$ cat config.mk
export PLATFORM = sky130hd
export DESIGN_NAME = float_integer_power
export DESIGN_NICKNAME = d
export VERILOG_FILES = /design/src/rtl/fip_pkg.sv /design/src/rtl/fip_fmul.sv /design/src/rtl/fip_datapath.sv /design/src/rtl/fip_ctrl.sv /design/src/rtl/float_integer_power.sv
export VERILOG_INCLUDE_DIRS = /design/src /design/src/rtl
export SDC_FILE = /design/constraint.sdc
export NUM_CORES = 2
export LEC_CHECK = 0
export ABC_AREA = 1
export BUFFER_PORTS_ARGS = -buffer_cell sky130_fd_sc_hd__buf_2
export CAP_MARGIN = 5
export CORE_MARGIN = 2
export CORE_UTILIZATION = 29
export DETAILED_ROUTE_END_ITERATION = 16
export PLACE_DENSITY = 0.51
export SLEW_MARGIN = 20
export SYNTH_ARGS = -nofsm -noshare
export SYNTH_HDL_FRONTEND = slang
export SYNTH_SLANG_ARGS = --single-unit
$ cat constraint.sdc
create_clock -name clk -period 7.4 [get_ports clk]
set_clock_uncertainty 0.2 [all_clocks]
set_input_delay 1.48 -clock clk [delete_from_list [all_inputs] [get_ports clk]]
set_output_delay 1.48 -clock clk [all_outputs]
set_load 0.02 [all_outputs]
$ cat src/rtl/assert_macros.svh
// Assertion macros used by the top RTL file of the integer power block.
`ifndef ASSERT_MACROS_SVH
`define ASSERT_MACROS_SVH

// Same-cycle implication, checked out of reset.
`define FIP_ASSERT_IMP(label, ante, cons, msg) \
  label: assert property (@(posedge clk) disable iff (!rst_n) (ante) |-> (cons)) \
    else $error(msg);

// Next-cycle implication, checked out of reset.
`define FIP_ASSERT_NXT(label, ante, cons, msg) \
  label: assert property (@(posedge clk) disable iff (!rst_n) (ante) |=> (cons)) \
    else $error(msg);

`endif

$ cat src/rtl/fip_pkg.sv
// Types, constants and helper functions of the integer power block.
`timescale 1ns / 1ps
`default_nettype none
package fip_pkg;

  localparam logic [31:0] SIGN_MASK   = 32'h8000_0000;
  localparam logic [31:0] INF_BITS    = 32'h7F80_0000;
  localparam logic [31:0] QUIET_BIT   = 32'h0040_0000;
  localparam logic [31:0] DEFAULT_NAN = 32'h7FC0_0000;
  localparam logic [31:0] ONE_BITS    = 32'h3F80_0000;

  typedef enum logic [2:0] {
    ST_IDLE,
    ST_SQ,
    ST_SQ_WAIT,
    ST_MUL,
    ST_MUL_WAIT,
    ST_NEXT,
    ST_FINISH
  } state_t;

  typedef struct packed {
    logic load;
    logic mul_start;
    logic mul_base;
    logic acc_we;
    logic shift;
    logic res_load;
  } cmd_t;

  typedef struct packed {
    logic msb;
    logic mul_done;
  } sts_t;

  // Leading zeros of a 24-bit word, 24 when the word is zero.
  function automatic logic [4:0] lzc24(input logic [23:0] v);
    logic [4:0] n;
    n = 5'd24;
    for (int i = 0; i < 24; i++) begin
      if (v[i]) n = 5'(23 - i);
    end
    return n;
  endfunction

endpackage
`default_nettype wire

$ cat src/rtl/fip_fmul.sv
// Five-stage binary32 multiplier, round to nearest even, subnormals kept.
`timescale 1ns / 1ps
`default_nettype none
module fip_fmul (
  input  wire logic        clk,
  input  wire logic        rst_n,
  input  wire logic        start,
  input  wire logic [31:0] a,
  input  wire logic [31:0] b,
  output logic             done,
  output logic [31:0]      result
);

  // stage valids
  logic [3:0]  v_r;
  logic        done_r;

  // stage 0: unpack and special operands
  logic        a_nan, b_nan, a_inf, b_inf, a_zero, b_zero, sgn;
  logic        sp_nxt;
  logic [31:0] spv_nxt;
  logic        sp0_r, sgn0_r;
  logic [31:0] spv0_r;
  logic [7:0]  ea0_r, eb0_r;
  logic [23:0] ma0_r, mb0_r;

  always_comb begin
    sgn    = a[31] ^ b[31];
    a_zero = (a[30:23] == 8'd0) && (a[22:0] == 23'd0);
    b_zero = (b[30:23] == 8'd0) && (b[22:0] == 23'd0);
    a_nan  = (a[30:23] == 8'hFF) && (a[22:0] != 23'd0);
    b_nan  = (b[30:23] == 8'hFF) && (b[22:0] != 23'd0);
    a_inf  = (a[30:23] == 8'hFF) && (a[22:0] == 23'd0);
    b_inf  = (b[30:23] == 8'hFF) && (b[22:0] == 23'd0);
    sp_nxt  = 1'b1;
    spv_nxt = {sgn, 31'd0};
    if (a_nan)       spv_nxt = a | fip_pkg::QUIET_BIT;
    else if (b_nan)  spv_nxt = b | fip_pkg::QUIET_BIT;
    else if (a_inf)  spv_nxt = b_zero ? fip_pkg::DEFAULT_NAN : ({sgn, 31'd0} | fip_pkg::INF_BITS);
    else if (b_inf)  spv_nxt = a_zero ? fip_pkg::DEFAULT_NAN : ({sgn, 31'd0} | fip_pkg::INF_BITS);
    else if (a_zero || b_zero) spv_nxt = {sgn, 31'd0};
    else sp_nxt = 1'b0;
  end

  always_ff @(posedge clk) begin
    sp0_r  <= sp_nxt;
    spv0_r <= spv_nxt;
    sgn0_r <= sgn;
    ea0_r  <= (a[30:23] == 8'd0) ? 8'd1 : a[30:23];
    eb0_r  <= (b[30:23] == 8'd0) ? 8'd1 : b[30:23];
    ma0_r  <= {(a[30:23] != 8'd0), a[22:0]};
    mb0_r  <= {(b[30:23] != 8'd0), b[22:0]};
  end

  // stage 1: significand product
  logic        sp1_r, sgn1_r;
  logic [31:0] spv1_r;
  logic [8:0]  es1_r;
  logic [47:0] p1_r;

  always_ff @(posedge clk) begin
    sp1_r  <= sp0_r;
    spv1_r <= spv0_r;
    sgn1_r <= sgn0_r;
    es1_r  <= {1'b0, ea0_r} + {1'b0, eb0_r};
    p1_r   <= {24'd0, ma0_r} * {24'd0, mb0_r};
  end

  // stage 2: leading zeros of each half
  logic        sp2_r, sgn2_r;
  logic [31:0] spv2_r;
  logic [8:0]  es2_r;
  logic [47:0] p2_r;
  logic [4:0]  lzh2_r, lzl2_r;

  always_ff @(posedge clk) begin
    sp2_r  <= sp1_r;
    spv2_r <= spv1_r;
    sgn2_r <= sgn1_r;
    es2_r  <= es1_r;
    p2_r   <= p1_r;
    lzh2_r <= fip_pkg::lzc24(p1_r[47:24]);
    lzl2_r <= fip_pkg::lzc24(p1_r[23:0]);
  end

  // stage 3: normalize so the product sits in [2^47, 2^48)
  logic [5:0]  lz;
  logic        sp3_r, sgn3_r;
  logic [31:0] spv3_r;
  logic signed [10:0] e3_r;
  logic [47:0] p3_r;

  assign lz = (lzh2_r == 5'd24) ? (6'd24 + {1'b0, lzl2_r}) : {1'b0, lzh2_r};

  always_ff @(posedge clk) begin
    sp3_r  <= sp2_r;
    spv3_r <= spv2_r;
    sgn3_r <= sgn2_r;
    p3_r   <= p2_r << lz;
    e3_r   <= $signed({2'b00, es2_r}) - 11'sd126 - $signed({5'd0, lz});
  end

  // stage 4: round and pack
  logic signed [10:0] shr_w;
  logic [5:0]  shr;
  logic [47:0] qf, hf, mask;
  logic        half, sticky, rup;
  logic [24:0] qr;
  logic [31:0] r, res_nxt;
  logic [31:0] res_r;

  always_comb begin
    shr_w  = (e3_r < 11'sd1) ? (11'sd25 - e3_r) : 11'sd24;
    shr    = shr_w[5:0];
    qf     = p3_r >> shr;
    hf     = p3_r >> (shr - 6'd1);
    mask   = (48'd1 << (shr - 6'd1)) - 48'd1;
    half   = hf[0];
    sticky = |(p3_r & mask);
    rup    = half && (sticky || qf[0]);
    qr     = {1'b0, qf[23:0]} + {24'd0, rup};
    r      = {1'b0, e3_r[7:0] - 8'd1, 23'd0} + {7'd0, qr};
    if (sp3_r)                    res_nxt = spv3_r;
    else if (e3_r >= 11'sd255)    res_nxt = {sgn3_r, 31'd0} | fip_pkg::INF_BITS;
    else if (shr_w > 11'sd49)     res_nxt = {sgn3_r, 31'd0};
    else if (e3_r < 11'sd1)       res_nxt = {sgn3_r, 7'd0, qr[23:0]};
    else if (r >= fip_pkg::INF_BITS) res_nxt = {sgn3_r, 31'd0} | fip_pkg::INF_BITS;
    else                          res_nxt = {sgn3_r, 31'd0} | r;
  end

  always_ff @(posedge clk) begin
    res_r <= res_nxt;
  end

  // valid chain
  always_ff @(posedge clk) begin
    if (!rst_n) begin
      v_r    <= '0;
      done_r <= 1'b0;
    end else begin
      v_r    <= {v_r[2:0], start};
      done_r <= v_r[3];
    end
  end

  assign done   = done_r;
  assign result = res_r;

endmodule
`default_nettype wire

$ cat src/rtl/fip_datapath.sv
// Datapath: accumulator, base, exponent shifter, result register and multiplier.
`timescale 1ns / 1ps
`default_nettype none
module fip_datapath #(
  parameter int EXP_WIDTH = 31
) (
  input  wire logic                 clk,
  input  wire logic                 rst_n,
  input  wire fip_pkg::cmd_t        cmd,
  output fip_pkg::sts_t             sts,
  input  wire logic [31:0]          in_base_bits,
  input  wire logic [EXP_WIDTH-1:0] in_exponent,
  output logic [31:0]               res_bits
);

  logic [31:0]          acc_r, base_r, res_r, mul_b, mul_res;
  logic [EXP_WIDTH-1:0] exp_r;
  logic                 mul_done;

  // shared multiplier: square or times base
  assign mul_b = cmd.mul_base ? base_r : acc_r;

  fip_fmul u_fmul (
    .clk    (clk),
    .rst_n  (rst_n),
    .start  (cmd.mul_start),
    .a      (acc_r),
    .b      (mul_b),
    .done   (mul_done),
    .result (mul_res)
  );

  // operand, accumulator and result registers
  always_ff @(posedge clk) begin
    if (cmd.load) begin
      acc_r  <= fip_pkg::ONE_BITS;
      base_r <= in_base_bits;
      exp_r  <= in_exponent;
    end else begin
      if (cmd.acc_we) acc_r <= mul_res;
      if (cmd.shift)  exp_r <= exp_r << 1;
    end
    if (cmd.res_load) res_r <= acc_r;
  end

  assign sts.msb      = exp_r[EXP_WIDTH-1];
  assign sts.mul_done = mul_done;
  assign res_bits     = res_r;

endmodule
`default_nettype wire

$ cat src/rtl/fip_ctrl.sv
// Controller: sequences square-and-multiply over the exponent bits.
`timescale 1ns / 1ps
`default_nettype none
module fip_ctrl #(
  parameter int EXP_WIDTH = 31
) (
  input  wire logic          clk,
  input  wire logic          rst_n,
  input  wire logic          in_valid,
  output logic               in_ready,
  output logic               out_valid,
  input  wire logic          out_ready,
  input  wire fip_pkg::sts_t sts,
  output fip_pkg::cmd_t      cmd
);

  localparam int CW = (EXP_WIDTH > 1) ? $clog2(EXP_WIDTH) : 1;

  fip_pkg::state_t state_r, state_nxt;
  logic [CW-1:0]   cnt_r, cnt_nxt;
  logic            ov_r, ov_nxt;
  logic            out_free;

  assign out_free = !ov_r || out_ready;

  // next state
  always_comb begin
    state_nxt = state_r;
    unique case (state_r)
      fip_pkg::ST_IDLE:     if (in_valid) state_nxt = fip_pkg::ST_SQ;
      fip_pkg::ST_SQ:       state_nxt = fip_pkg::ST_SQ_WAIT;
      fip_pkg::ST_SQ_WAIT:
        if (sts.mul_done) state_nxt = sts.msb ? fip_pkg::ST_MUL : fip_pkg::ST_NEXT;
      fip_pkg::ST_MUL:      state_nxt = fip_pkg::ST_MUL_WAIT;
      fip_pkg::ST_MUL_WAIT: if (sts.mul_done) state_nxt = fip_pkg::ST_NEXT;
      fip_pkg::ST_NEXT:
        state_nxt = (cnt_r == '0) ? fip_pkg::ST_FINISH : fip_pkg::ST_SQ;
      fip_pkg::ST_FINISH:   if (out_free) state_nxt = fip_pkg::ST_IDLE;
      default:              state_nxt = fip_pkg::ST_IDLE;
    endcase
  end

  // outputs
  always_comb begin
    cmd      = '0;
    in_ready = 1'b0;
    unique case (state_r)
      fip_pkg::ST_IDLE: begin
        in_ready = 1'b1;
        cmd.load = in_valid;
      end
      fip_pkg::ST_SQ:       cmd.mul_start = 1'b1;
      fip_pkg::ST_SQ_WAIT:  cmd.acc_we = sts.mul_done;
      fip_pkg::ST_MUL: begin
        cmd.mul_start = 1'b1;
        cmd.mul_base  = 1'b1;
      end
      fip_pkg::ST_MUL_WAIT: begin
        cmd.mul_base = 1'b1;
        cmd.acc_we   = sts.mul_done;
      end
      fip_pkg::ST_NEXT:     cmd.shift = 1'b1;
      fip_pkg::ST_FINISH:   cmd.res_load = out_free;
      default:              cmd = '0;
    endcase
  end

  // bit counter and output valid
  always_comb begin
    cnt_nxt = cnt_r;
    if (cmd.load) cnt_nxt = CW'(EXP_WIDTH - 1);
    else if (cmd.shift && (cnt_r != '0)) cnt_nxt = cnt_r - CW'(1);
    ov_nxt = ov_r;
    if (ov_r && out_ready) ov_nxt = 1'b0;
    if (cmd.res_load)      ov_nxt = 1'b1;
  end

  always_ff @(posedge clk) begin
    if (!rst_n) begin
      state_r <= fip_pkg::ST_IDLE;
      cnt_r   <= '0;
      ov_r    <= 1'b0;
    end else begin
      state_r <= state_nxt;
      cnt_r   <= cnt_nxt;
      ov_r    <= ov_nxt;
    end
  end

  assign out_valid = ov_r;

endmodule
`default_nettype wire

$ cat src/rtl/float_integer_power.sv
// Raises a binary32 base to an unsigned integer power by square-and-multiply,
// scanning the exponent from its top bit down with one shared five-stage
// float multiplier (round to nearest even, subnormals kept, NaNs quieted).
// For each exponent bit the accumulator is squared and then, if the bit is
// one, multiplied by the base; each product waits for the one before it.
// A finished result sits in an output register, so a new transaction is
// taken while it waits.
`timescale 1ns / 1ps
`default_nettype none
`include "assert_macros.svh"
module float_integer_power #(
  parameter int EXP_WIDTH = 31
) (
  input  wire logic                 clk,
  input  wire logic                 rst_n,
  input  wire logic                 in_valid,
  output logic                      in_ready,
  input  wire logic [31:0]          in_base_bits,
  input  wire logic [EXP_WIDTH-1:0] in_exponent,
  output logic                      out_valid,
  input  wire logic                 out_ready,
  output logic [31:0]               out_result_bits
);

  fip_pkg::cmd_t cmd;
  fip_pkg::sts_t sts;

  fip_ctrl #(.EXP_WIDTH(EXP_WIDTH)) u_ctrl (
    .clk       (clk),
    .rst_n     (rst_n),
    .in_valid  (in_valid),
    .in_ready  (in_ready),
    .out_valid (out_valid),
    .out_ready (out_ready),
    .sts       (sts),
    .cmd       (cmd)
  );

  fip_datapath #(.EXP_WIDTH(EXP_WIDTH)) u_dp (
    .clk          (clk),
    .rst_n        (rst_n),
    .cmd          (cmd),
    .sts          (sts),
    .in_base_bits (in_base_bits),
    .in_exponent  (in_exponent),
    .res_bits     (out_result_bits)
  );

  // checks on controller and datapath interplay
  `FIP_ASSERT_NXT(a_busy_after_accept, in_valid && in_ready, !in_ready, "accepted while busy")
  `FIP_ASSERT_NXT(a_result_shown, cmd.res_load, out_valid, "result load without valid")
  `FIP_ASSERT_NXT(a_one_mul_in_flight, cmd.mul_start, !sts.mul_done, "overlapping multiplies")

endmodule
`default_nettype wire
# ---- Word level (Yosys, flattened, before mapping)
# Cells that the tools add are included.
dict set report totals {
  register_bits 556
  input_bits 67
}
dict set report op_classes {
  add_sub_neg 11
  mul 1
  n_lt_le_gt_ge 4
  n_eq_ne 13
  shifts 4
  mux 81
  bitwise_logic 4
  reduce_logical 43
}
# operator count
set op_table {}
lappend op_table {{32-bit two-way mux} 12}
lappend op_table {{5-bit two-way mux} 16}
lappend op_table {{4-bit two-way mux} 18}
lappend op_table {{31-bit two-way mux} 2}
lappend op_table {{48-bit bitwise AND} 1}
lappend op_table {{24-bit by 24-bit multiplier with 48-bit output} 1}
lappend op_table {{48-bit OR reduction} 1}
lappend op_table {{1-bit by 6-bit left shift with 48-bit output (first input constant)} 1}
lappend op_table {{48-bit by 6-bit left shift with 48-bit output} 1}
lappend op_table {{48-bit by 6-bit right shift with 1-bit output} 1}
lappend op_table {{48-bit by 6-bit right shift with 24-bit output} 1}
lappend op_table {{48-bit by 1-bit subtractor with 48-bit output (second input constant)} 1}
lappend op_table {{23-bit zero test} 2}
lappend op_table {{23-bit nonzero test} 2}
lappend op_table {{3-bit two-way mux} 14}
lappend op_table {{31-bit by 25-bit adder with 32-bit output} 1}
lappend op_table {{32-bit by 31-bit >= comparator with 1-bit output (second input constant)} 1}
lappend op_table {{32-bit bitwise OR} 1}
lappend op_table {{16-bit OR reduction} 2}
lappend op_table {{24-bit by 1-bit adder with 25-bit output} 1}
lappend op_table {{3-bit case mux with 7 select lines} 1}
lappend op_table {{8-bit == test (second input constant)} 2}
lappend op_table {{8-bit zero test} 2}
lappend op_table {{8-bit nonzero test} 2}
lappend op_table {{34 further kinds} 74}

# ---- Longest topological paths before layout
dict set report logic_depth {
  ltp_word 23
  depth_mapped 45
}

# ---- Cells and area by module
# A second synthesis with hierarchy kept.
dict set report unflattened {
  hier_cells 5735
  hier_area_um2 44239.9
}
# mod n_inst cells_each area_per_inst_um2 seq_area_each_um2
set by_module_without_submodules {}
lappend by_module_without_submodules {fip_fmul 1 5147 38675.8 8408.1}
lappend by_module_without_submodules {fip_datapath 1 489 4946.0 3493.4}
lappend by_module_without_submodules {fip_ctrl 1 99 618.1 180.2}

# ---- Worst setup path after synthesis
# OpenSTA, ideal clock, no wires.
dict set report synth_path {
  path_type {reg2reg}
  start {reg u_dp.u_fmul.mb0_r[9]}
  end {reg u_dp.u_fmul.p1_r[46]}
  setup_ps 138
  arrival_ps 6461
  required_time_ps 7062
  setup_slack_ps 601
  stages_incl_launch_ff 28
  path_buffers 2
  path_cell_list {dfxtp_1 > clkbuf_1 > nand2_1 > fa_1 > inv_1 > fa_1 > inv_1 > fa_1 > fa_1 > fa_1 > fa_1 > inv_1 > fa_1 > ha_1 > clkbuf_1 > nand2_1 > nor2_1 > nand2_1 > o221ai_1 > a21oi_1 > o31ai_1 > nand4_1 > o21ai_0 > nand3_1 > nand2_1 > nand2_1 > o311ai_0 > xor2_1}
}
dict set report synth_between {
  elab_chain_len 1
}
# item line
set synth_lines {}
lappend synth_lines {{start: declaration} fip_fmul.sv:25} ;# logic [23:0] ma0_r, mb0_r;
lappend synth_lines {{start signal: assignment} fip_fmul.sv:52} ;# mb0_r <= {(b[30:23] != 8'd0), b[22:0]};
lappend synth_lines {{24-bit by 24-bit multiplier with 48-bit output} fip_fmul.sv:66} ;# p1_r <= {24'd0, ma0_r} * {24'd0, mb0_r};
lappend synth_lines {{end signal: assignment} fip_fmul.sv:66}
lappend synth_lines {{end: declaration} fip_fmul.sv:59} ;# logic [47:0] p1_r;
# Every way passes these cells.
# A chain may end at the register's enable or synchronous reset.

# ---- Worst setup path after layout
dict set report layout_path {
  start {reg u_dp.u_fmul.ma0_r[22]}
  end {reg u_dp.u_fmul.p1_r[38]}
}
dict set report layout_between {
  elab_chain_len 1
}
# item line
set layout_lines {}
lappend layout_lines {{start: declaration} fip_fmul.sv:25}
lappend layout_lines {{start signal: assignment} fip_fmul.sv:51} ;# ma0_r <= {(a[30:23] != 8'd0), a[22:0]};
lappend layout_lines {{24-bit by 24-bit multiplier with 48-bit output} fip_fmul.sv:66}
# Every way passes these cells.

==> results.toml <==
[run_status]
status = "finished, final reports clean"

[placement]
gp_congestion = 0.922
io_buffers = 100
dpl_cell_area_mm2 = 0.0476
dp_slack_ns = 0.0770
hpwl_mm = 108

[sta]
maxSlewHeadroom_pct = 37.1
worst-slew-pin-transition_ns = 0.942
finalWorstSetupSlack_ns = 0.314
finalCriticalPeriod_ns = 7.09
hold_viol_final = 0
drv_slew = 0
period_share_pct = 95.8
fin_tns_setup_ns = 0
rsz0062_at_grt = "no"
fmax_mhz = 141
setup_viol = 0
holdWs_ns = 0.101

[yosys]
synth_xor_area_share_pct = 1.59
synth_adder_area_share_pct = 27.8
synth_flop_cell = "dfxtp_1"
synth_area_mm2 = 0.0441
yosysMostFrequentCell = "nand2_1"
yosysWarnings = 0
yosysTopAreaCell = "fa_1"
synth_compound_area_share_pct = 8.93
synth_edf_count = 95
synth_seq_cells = 556
avgSynthCellArea_um2 = 7.73
synth_top_family_by_area = "adder cells"
netlist_instances = 5708
ys_types = 67
synth-simple-area-share_pct = 21.9
synthArstFlopShare_pct = 0
netlist_top_cells_area = "fa_1, dfxtp_1, nand2_1"
yosys.area.top_type_share_pct = 22.0
synth_nets = 6464
yosysSeqAreaShare_pct = 27.4
ys_top_cells_by_count = "nand2_1, inv_1, fa_1, dfxtp_1, nor2_1"
synthMuxAreaShare_pct = 0.976

[detailed_routing]
drt_iter0_drc = 2476
topRoutingLayerUsed = "met4"
dr.pass1.iters = 6
via_count = 36300
remaining_drc_errors = 0
wl_per_cell_um = 17.1
met1_length_mm = 63.5
wl_mm = 135
dr_wl_met2_mm = 61.0
met3_length_mm = 5.77
via_per_inst = 4.62
postRouteAntennaNets = 0

[power]
seqPwrFrac_pct = 31.8
pwr-share-comb_pct = 44.3
intPower_uw = 7270
p_leak_uw = 0.0248
vdd_drop_max_mv = 0.203
switchingPower_uw = 5580
p_clk_share_pct = 24.0
swShare_pct = 43.4
pwr_density_cell_mw_per_mm2 = 259

[hold_path]
hp-start = "u_dp.u_fmul.spv0_r[23]$_DFF_P_"
whs_path_depth = 0
hold_path.class = "flop to flop"

[grt]
grt.overflow.total = 0
grt_pass1_vias = 36300
grt_pass1_wl_mm = 210
antenna_found_initial = 1
grt_usage_pct = 17.1
grt_max_degree = 69

[worst_setup_path]
crit_fanout = 7
crit_path_end_kind = "flop"
rr_worst_depth = 26
critPathSlowestCell = "fa_1"
worstPathRequired_ns = 7.69
worstSetupPathType = "flop to flop"
cpMostUsedCell = "fa_1"
startpoint = "u_dp.u_fmul.ma0_r[22]$_DFF_P_"
timing.rr.start = "u_dp.u_fmul.ma0_r[22]$_DFF_P_"
critPathLaunchType = "flop"
cp.arrival_ns = 7.38
cpPeakStageDelay_ns = 0.66

[clock_tree]
cts_tree = "built"
cts_buffers = 59
clk_path_buf_depth = 3
postCtsHoldBufs = 0
htreeDepth = 2
clk_pin_slew_ns = 0.06
cts_root_buf = "clkbuf_16"
cts_num_sinks = 556
clock_insertion_delay_worst_skew_ns = 0.66

[floorplanning]
ios = 101
initial_core_util_pct = 29.1
die_width_um = 394
die_h_um = 394
core_mm2 = 0.152
dieArea_mm2 = 0.155
rows = 143

[final_layout]
layout-drive-gt1-share_pct = 8.66
diodes = 0
areaGrowthSynthToFinish_pct = 12.7
fill_cells = 16200
postLayoutCellArea_mm2 = 0.0497
final_nets = 6527

[job]
maxCapViolCount = 0
-- registers in the layout (all words and copies together) (netlist names), 8 cells and up --
signal / flops
u_dp.u_fmul.es2_r: 9
u_dp.u_fmul.spv2_r: 32
u_dp.u_fmul.mb0_r: 24
u_dp.u_fmul.ma0_r: 24
u_dp.u_fmul.spv0_r: 32
u_dp.u_fmul.e3_r: 11
u_dp.u_fmul.spv1_r: 32
u_dp.u_fmul.eb0_r: 8
u_dp.res_bits: 32
u_dp.acc_r: 32
u_dp.u_fmul.spv3_r: 32
u_dp.exp_r: 31
u_dp.u_fmul.es1_r: 9
u_dp.u_fmul.p1_r: 48
u_dp.u_fmul.ea0_r: 8
u_dp.u_fmul.result: 32
u_dp.base_r: 32
u_dp.u_fmul.p3_r: 48
u_dp.u_fmul.p2_r: 48
-- final timing paths --
| check | slack (ns) | end |
|---|---|---|
| setup reg to reg | 0.31 | u_dp.u_fmul.p1_r[38]$_DFF_P_ |
| hold / removal | 0.10 | u_dp.u_fmul.spv1_r[23]$_DFF_P_ |
| hold reg to reg | 0.10 | u_dp.u_fmul.spv1_r[23]$_DFF_P_ |
| setup / recovery | 0.31 | u_dp.u_fmul.p1_r[38]$_DFF_P_ |
-- through the flow --
stage	cells	total power (µW)	utilization, %
floorplan	5708	7760	-
global placement	7740	9750	31.4
detailed placement	7740	9780	31.4
CTS	7851	12900	32.7
global route	7851	13800	32.8
finish	7851	12900	32.8
-- placed cells by master, fill, tap and decap left out, types with 8 or more instances in the layout --
| master | count |
|---|---|
| a211oi_1 | 8 |
| a21oi_1 | 125 |
| a31oi_1 | 20 |
| buf_12 | 28 |
| buf_2 | 100 |
| buf_4 | 115 |
| clkbuf_1 | 10 |
| clkbuf_16 | 60 |
| clkbuf_8 | 12 |
| dfxtp_1 | 455 |
| edfxtp_1 | 95 |
| fa_1 | 485 |
| ha_1 | 203 |
| inv_1 | 1023 |
| inv_2 | 27 |
| mux2i_1 | 43 |
| nand2_1 | 1567 |
| nand2_2 | 15 |
| nand3_1 | 222 |
| nand3b_1 | 18 |
| nand4_1 | 37 |
| nor2_1 | 352 |
| nor2_2 | 24 |
| nor3_1 | 31 |
| nor4_1 | 16 |
| o211ai_1 | 27 |
| o21ai_0 | 288 |
| o21ai_1 | 114 |
| o21ai_2 | 14 |
| o21bai_1 | 10 |
| o221ai_1 | 10 |
| o22ai_1 | 14 |
| o31ai_1 | 22 |
| or2_2 | 28 |
| xnor2_1 | 26 |
| xor2_1 | 54 |
-- logic make-up after synthesis --
| kind of cell | after synthesis |
|---|---|
| flip-flops | 556 |
| buffers and inverters | 1298 |
| adder cells (fa/ha/maj) | 689 |
| AO/OA/AOI/OAI | 699 |
| AND/OR/NAND/NOR | 2343 |
| multiplexers | 43 |
| XOR/XNOR | 80 |
-- power groups by stage --
| stage | registers (µW) | clock network, µW | logic, µW |
|---|---|---|---|
| floorplan | 4010 | 0 | 3750 |
| global placement | 4140 | 0 | 5610 |
| detailed placement | 4140 | 0 | 5640 |
| CTS | 4080 | 3170 | 5660 |
| global route | 4140 | 3290 | 6330 |
| finish | 4080 | 3080 | 5690 |
-- metal layers --
layer / vias to the layer above / GRT usage (%)
met1: 17500 / 23.8
met2: 871 / 28.1
met5: - / 0
li1: 17700 / -
met4: 0 / 5.21
met3: 175 / 1.72
-- cell type report --
class	count	area [µm²]	area share [%]
Multi-Input combinational cell	3854	27100	54.5
Sequential cell	556	12100	24.3
Inverter	1056	3970	7.98
Tap cell	2030	2540	5.11
Timing Repair Buffer	244	1940	3.90
Clock buffer	84	1720	3.46
Clock inverter	27	343	0.690
-- worst max-delay path: cells and delay by family, from the launching register on --
family | cells | cell delay, ns
AO/OA/AOI/OAI | 4 | 0.87
XOR/XNOR | 1 | 0.15
adder cells (fa/ha/maj) | 8 | 3.95
buffers and inverters | 8 | 0.88
flip-flops | 1 | 0.49
AND/OR/NAND/NOR | 5 | 0.41
-- timing repair --
item | in CTS | in global routing
endpoints found under the setup margin | 0 | 32
gates resized for setup | 0 | 23
buffers inserted | 0 | 0
Power figures use the tool's default switching activity.
